**src/rtl/htd_pkg.sv**
```systemverilog
// ----------------------------------------------------------------------------
// htd_pkg: shared types and constants of the Huffman tree decoder
// Holds the command codes, the queued transaction format, the result format
// and the state encoding of the execution unit.
// ----------------------------------------------------------------------------
package htd_pkg;

  localparam int MaxCodeBitsDef = 9;
  localparam int NodeCountDef   = 1024;
  localparam int SymW           = 8;
  localparam int CodeW          = 9;
  localparam int LenW           = 4;
  localparam int QueueDepth     = 2;

  localparam logic CMD_INSERT = 1'b0;
  localparam logic CMD_DECODE = 1'b1;

  typedef enum logic [1:0] {
    OP_INSERT,
    OP_DECODE,
    OP_SKIP
  } op_t;

  typedef struct packed {
    op_t             op;
    logic [SymW-1:0] symbol;
    logic [CodeW-1:0] code;
    logic [LenW-1:0] len;
    logic            bit_in;
  } item_t;

  typedef struct packed {
    logic            symbol_valid;
    logic [SymW-1:0] symbol_out;
    logic            error;
  } result_t;

  typedef enum logic [2:0] {
    B_IDLE,
    B_DEC_NODE,
    B_DEC_CHILD,
    B_INS_WALK,
    B_INS_LEAF,
    B_INS_FRESH
  } back_state_t;

  // Code bits above the stored width read as zero.
  function automatic logic code_bit(input logic [CodeW-1:0] code,
                                    input logic [LenW-1:0] idx);
    logic b;
    b = 1'b0;
    for (int k = 0; k < CodeW; k++) begin
      if (LenW'(k) == idx) begin
        b = code[k];
      end
    end
    return b;
  endfunction

endpackage

```
**src/rtl/htd_queue.sv**
```systemverilog
// ----------------------------------------------------------------------------
// htd_queue: transaction queue
// A short first-in first-out buffer of classified transactions between the
// intake and the execution unit.
// ----------------------------------------------------------------------------
module htd_queue (
  input  logic           clk,
  input  logic           rst,
  input  logic           push,
  input  htd_pkg::item_t push_item,
  input  logic           pop,
  output htd_pkg::item_t head,
  output logic           empty,
  output logic           full
);
  import htd_pkg::*;

  localparam int PtrW = (QueueDepth > 1) ? $clog2(QueueDepth) : 1;
  localparam int CntW = $clog2(QueueDepth + 1);

  item_t            slots [QueueDepth];
  logic [PtrW-1:0]  wr_ptr;
  logic [PtrW-1:0]  rd_ptr;
  logic [CntW-1:0]  count;

  assign head  = slots[rd_ptr];
  assign empty = (count == '0);
  assign full  = (count == CntW'(QueueDepth));

  always_ff @(posedge clk) begin
    if (push) begin
      slots[wr_ptr] <= push_item;
    end
  end

  always_ff @(posedge clk) begin
    if (rst) begin
      wr_ptr <= '0;
      rd_ptr <= '0;
      count  <= '0;
    end else begin
      if (push) begin
        wr_ptr <= (wr_ptr == PtrW'(QueueDepth - 1)) ? '0 : wr_ptr + 1'b1;
      end
      if (pop) begin
        rd_ptr <= (rd_ptr == PtrW'(QueueDepth - 1)) ? '0 : rd_ptr + 1'b1;
      end
      count <= count + CntW'(push) - CntW'(pop);
    end
  end

endmodule

```
**config.mk**
```make
export PLATFORM = sky130hd
export DESIGN_NAME = htd_queue
export DESIGN_NICKNAME = d
export VERILOG_FILES = /design/src/rtl/htd_pkg.sv /design/src/rtl/htd_queue.sv
export SDC_FILE = /design/constraint.sdc
export NUM_CORES = 1
export LEC_CHECK = 0
export BUFFER_PORTS_ARGS = -buffer_cell sky130_fd_sc_hd__buf_2
export CORE_MARGIN = 3
export CORE_UTILIZATION = 40
export CTS_CLUSTER_DIAMETER = 150
export CTS_CLUSTER_SIZE = 24
export DETAILED_ROUTE_END_ITERATION = 12
export PLACE_DENSITY = 0.74
export SLEW_MARGIN = 0
export SYNTH_ARGS = -nofsm -noshare
export SYNTH_HDL_FRONTEND = slang
export SYNTH_SLANG_ARGS = --single-unit
```
**constraint.sdc**
```tcl
create_clock -name clk -period 5.3 [get_ports clk]
set_clock_uncertainty 0.05 [all_clocks]
set_input_delay 0.265 -clock clk [delete_from_list [all_inputs] [get_ports clk]]
set_output_delay 0.265 -clock clk [all_outputs]
set_load 0.005 [all_outputs]
```
# Word-level counts from Yosys, hierarchy flattened
# Memory sizes are Yosys's and may differ from the RTL's. A register that Yosys moved wholly into a read port is not among the register bits.
# Index checks and enable logic that the tools add are counted.
[word_totals]
regBits = 4
mem_bits_rw = 48
input_bits = 28
output_inout_bits = 26
wordCells = 16
mem_count = 1
[op_classes]
add_sub_neg = 4
eq_ne = 1
mux = 6
n_reduce_logical = 1
[mem_list]
columns = ["memory", "depth", "word_bits", "read_ports", "rd_clocked_by_memory_dff", "write_ports", "line", "rtl"]
rows = [
  ["slots", 2, 24, 1, 1, 1, "htd_queue.sv:21", "item_t slots [QueueDepth];"],
]
[ops]
columns = ["op", "n"]
rows = [
  ["$mux 1", 6],
  ["$add 1x1->1 const B", 2],
  ["$add 2x1->2", 1],
  ["$eq 2x2->1 const B", 1],
  ["$logic_not 2->1", 1],
  ["$sub 2x1->2", 1],
]

# Logic depth before layout (Yosys ltp)
[depth]
ltp_word = 4
mapped_depth = 6
depth_no_buf = 6

# Least setup slack after synthesis
# No wires, ideal clock.
[synth_path]
path_kind = "register -> register"
startpoint = "reg wr_ptr"
endpoint = "mem slots[0][0] (netlist bit) (enable)"
setup_ns = 0.408
arrival_ns = 1.416
required_ns = 4.842
slack_ns = 3.426
stages_incl_launch_ff = 2
path_buffers = 0
synth_period_minus_slack_ns = 1.874
path_cell_list = "dfxtp_1 > nor2b_1"
[synth_rtl]
columns = ["element", "line", "rtl"]
rows = [
  ["start: declaration", "htd_queue.sv:22", "logic [PtrW-1:0] wr_ptr;"],
  ["start signal: assignment", "htd_queue.sv:43", "wr_ptr <= (wr_ptr == PtrW'(QueueDepth - 1)) ? '0 : wr_ptr + 1'b1;"],
  ["end: declaration", "htd_queue.sv:21", ""],
]
# Straight into the memory's write port.

==> impl_results.md <==
* Status: finished clean
* Most frequent cells in the layout: buf_2 (53), edfxtp_1 (48), mux2_4 (20)
* Commonest non-fill, non-tap cell in the layout: buf_2
* Core area at between 0.004 and 0.005 sq mm
* Max IR drop VDD at about 0.24 mV
* Routed WL per cell at roughly 14 um
* Drt first pass iters at 2
* Routed Antenna Nets at 0
* Power Total at between 800 and 900 uW
* Finished Core Util at about half
* Worst reg2reg startpoint: wr_ptr
* Hold Path Depth at 1
* CTS hold repair buffers at 0
* FF-to-FF setup slack at 3610 ps
* Startpoint Class: flip-flop
* Post-CTS sizing at 0
* Total CTS buffers at 5
* Largest net degree at the start of global routing at 25
* CP Capture Type: output pin
* Register area share after synthesis at 75.0%
* Syn Nets at approximately 130
* Antenna Cells at 0
* DR iter-0 viols at 39
* Post-route insts no fill at around 220
* Clock-pin slew on the worst setup and hold paths at about 80 ps
* Clk_lat worst skew at 290 ps
* Initial Utilization at 42.4%
* Die W at between 70 and 80 um
* Critical-path maximum fanout at 13
* Total Nets Final at between 150 and 200
* Leak at roughly 0.00098 uW
* Hold slack final at around 110 ps
* Final Max Tran Viols at 0
* FF-to-FF path depth at 1
* Post-DP HPWL at 2360 um
* Final setup fails at 0
* GPL Wtd Cong at ~0.73
* RSZ-0062 raised after global routing: no
* First-pass GRT wire length at between 5000 and 6000 um
* I/O Buffers at 53
* CP Depth at 3
* Fin. Hold Viols at 0
* Max Cap Viol at 0
* Max Fclk at between 400 and 500 MHz
* Number of remaining DRC errors at 0
* Gr ovfl total at 0
* Routed vias at 999
* CTS tree: yes
* Sum Neg Setup Slack at 0 ps
* Synthesis warning total at 0
* DIE AREA at just over 0.006 sq mm
* Setup CP Type: flip-flop to output pin
* Worst-Margin Slew at 1180 ps
* Via density at about 4.5
* Post-Syn Area at between 0.002 and 0.0025 sq mm
* Worst-path cell chain: buf_4 > mux2_4 > buf_2
* FF+latch count, synth at 53
* Sink Count at between 50 and 60
* Worst path top cell family by delay: flip-flops
* Post-layout min period at around 2200 ps
* Slowest cell on crit path: dfxtp_1
* Placed instance count at approximately 210
* Syn Inst Count at 96
* Final WL at 3110 um
* Rows at 25
* I/O pin total at between 50 and 60
* Vias in the first global route at 1066
* Clock Tree Buf Depth at 2
* CP Buf/Inv Count at 2
* Cell Pwr Density at approximately 340 mW/mm^2
* Fin crit share at between 40% and 50%
* Critical Path Max Stage Delay at 770 ps
* CP Capture Point: head[22]
* Share of layout cells above drive strength 1 at 54.8%
* H-tree depth at 2
* Initial antenna violation count at 0
* Worst Path Arrival at approximately 1900 ps
* Number of library cell types mapped by synthesis at 13
* Setup Fix Bufs, Post-CTS at 0
* Syn avg cell area at 21.4 sq um
* Root Buffer: clkbuf_8
* GRT Total Usage at roughly 11%
* Number of fill cells at 406
* Worst slew margin at 20.9%
* Syn-to-layout area delta at 19.4%
* RR Endpoint: slots[1][0]
* Die Span Y at roughly 78 um
* Hold Path Class: input pin to flip-flop
* Req. time, crit path at between 4000 and 5000 ps
[registers in the layout, indices dropped and copies added, names as in the netlist, named ones only]
name and flops:
slots 48, count 2, rd_ptr 1, wr_ptr 1
[worst min path at each step]
stage / slack (ps) / to / startpoint
after floorplan: 290 / count[0] / rst
after global placement: 400 / slots[0][0] / push_item[0]
after detailed placement: 410 / slots[0][14] / push_item[14]
after CTS: 100 / slots[1][3] / push_item[3]
after global routing: 100 / slots[0][4] / push_item[4]
final: 110 / slots[1][3] / push_item[3]
[logic make-up (layout without fill, tap and decap cells)]
kind of cell | after synthesis | count (layout) | share of synthesized area (%)
AND/OR/NAND/NOR | 9 | 9 | 2.13
adder cells (fa/ha/maj) | 2 | 2 | 1.22
buffers and inverters | 5 | 64 | 2.86
XOR/XNOR | 3 | 3 | 1.95
flip-flops | 53 | 53 | 75.0
multiplexers | 24 | 24 | 16.8
[cells in the mapped netlist, drive strengths merged]
| master | count | area share (%) |
|---|---|---|
| and2 | 1 | 0.30 |
| inv | 2 | 0.37 |
| buf | 3 | 2.5 |
| ha | 2 | 1.2 |
| mux2 | 24 | 17 |
| edfxtp | 48 | 70 |
| xnor2 | 2 | 0.85 |
| nor2 | 5 | 0.91 |
| xnor3 | 1 | 1.1 |
| nor2b | 3 | 0.91 |
| dfxtp | 5 | 4.9 |
[area by class of cell]
| class | count | area [sq um] | area share (%) |
|---|---|---|---|
| clock buffers | 8 | 90.1 | 3.67 |
| inverters | 2 | 7.51 | 0.306 |
| well taps | 67 | 83.8 | 3.42 |
| flip-flops and latches | 53 | 1540 | 62.9 |
| multi-input cells | 38 | 457 | 18.6 |
| repair buffers | 54 | 273 | 11.1 |
[metal layers]
metal | track usage, % | wire [um]
met2 | 19.9 | 1750
met3 | 4.29 | 187
met5 | 0 | 0
met4 | 3.38 | 36
met1 | 11.9 | 1140
[through the flow]
step / cell area [sq um] / setup slack, ps
2_1_floorplan: 2050 / 3430
3_3_place_gp: 2360 / 3420
3_5_place_dp: 2360 / 3400
4_1_cts: 2450 / 3070
5_1_grt: 2450 / 2980
6_report: 2450 / 3110
[report_power, final]
group          switching, uW  leakage [uW]  internal [uW]
combinational           44.8      0.000439           66.3
sequential              13.9      0.000492            487
clock                    108     0.0000455            106
Note: power is estimated with default switching activity, not from simulation.
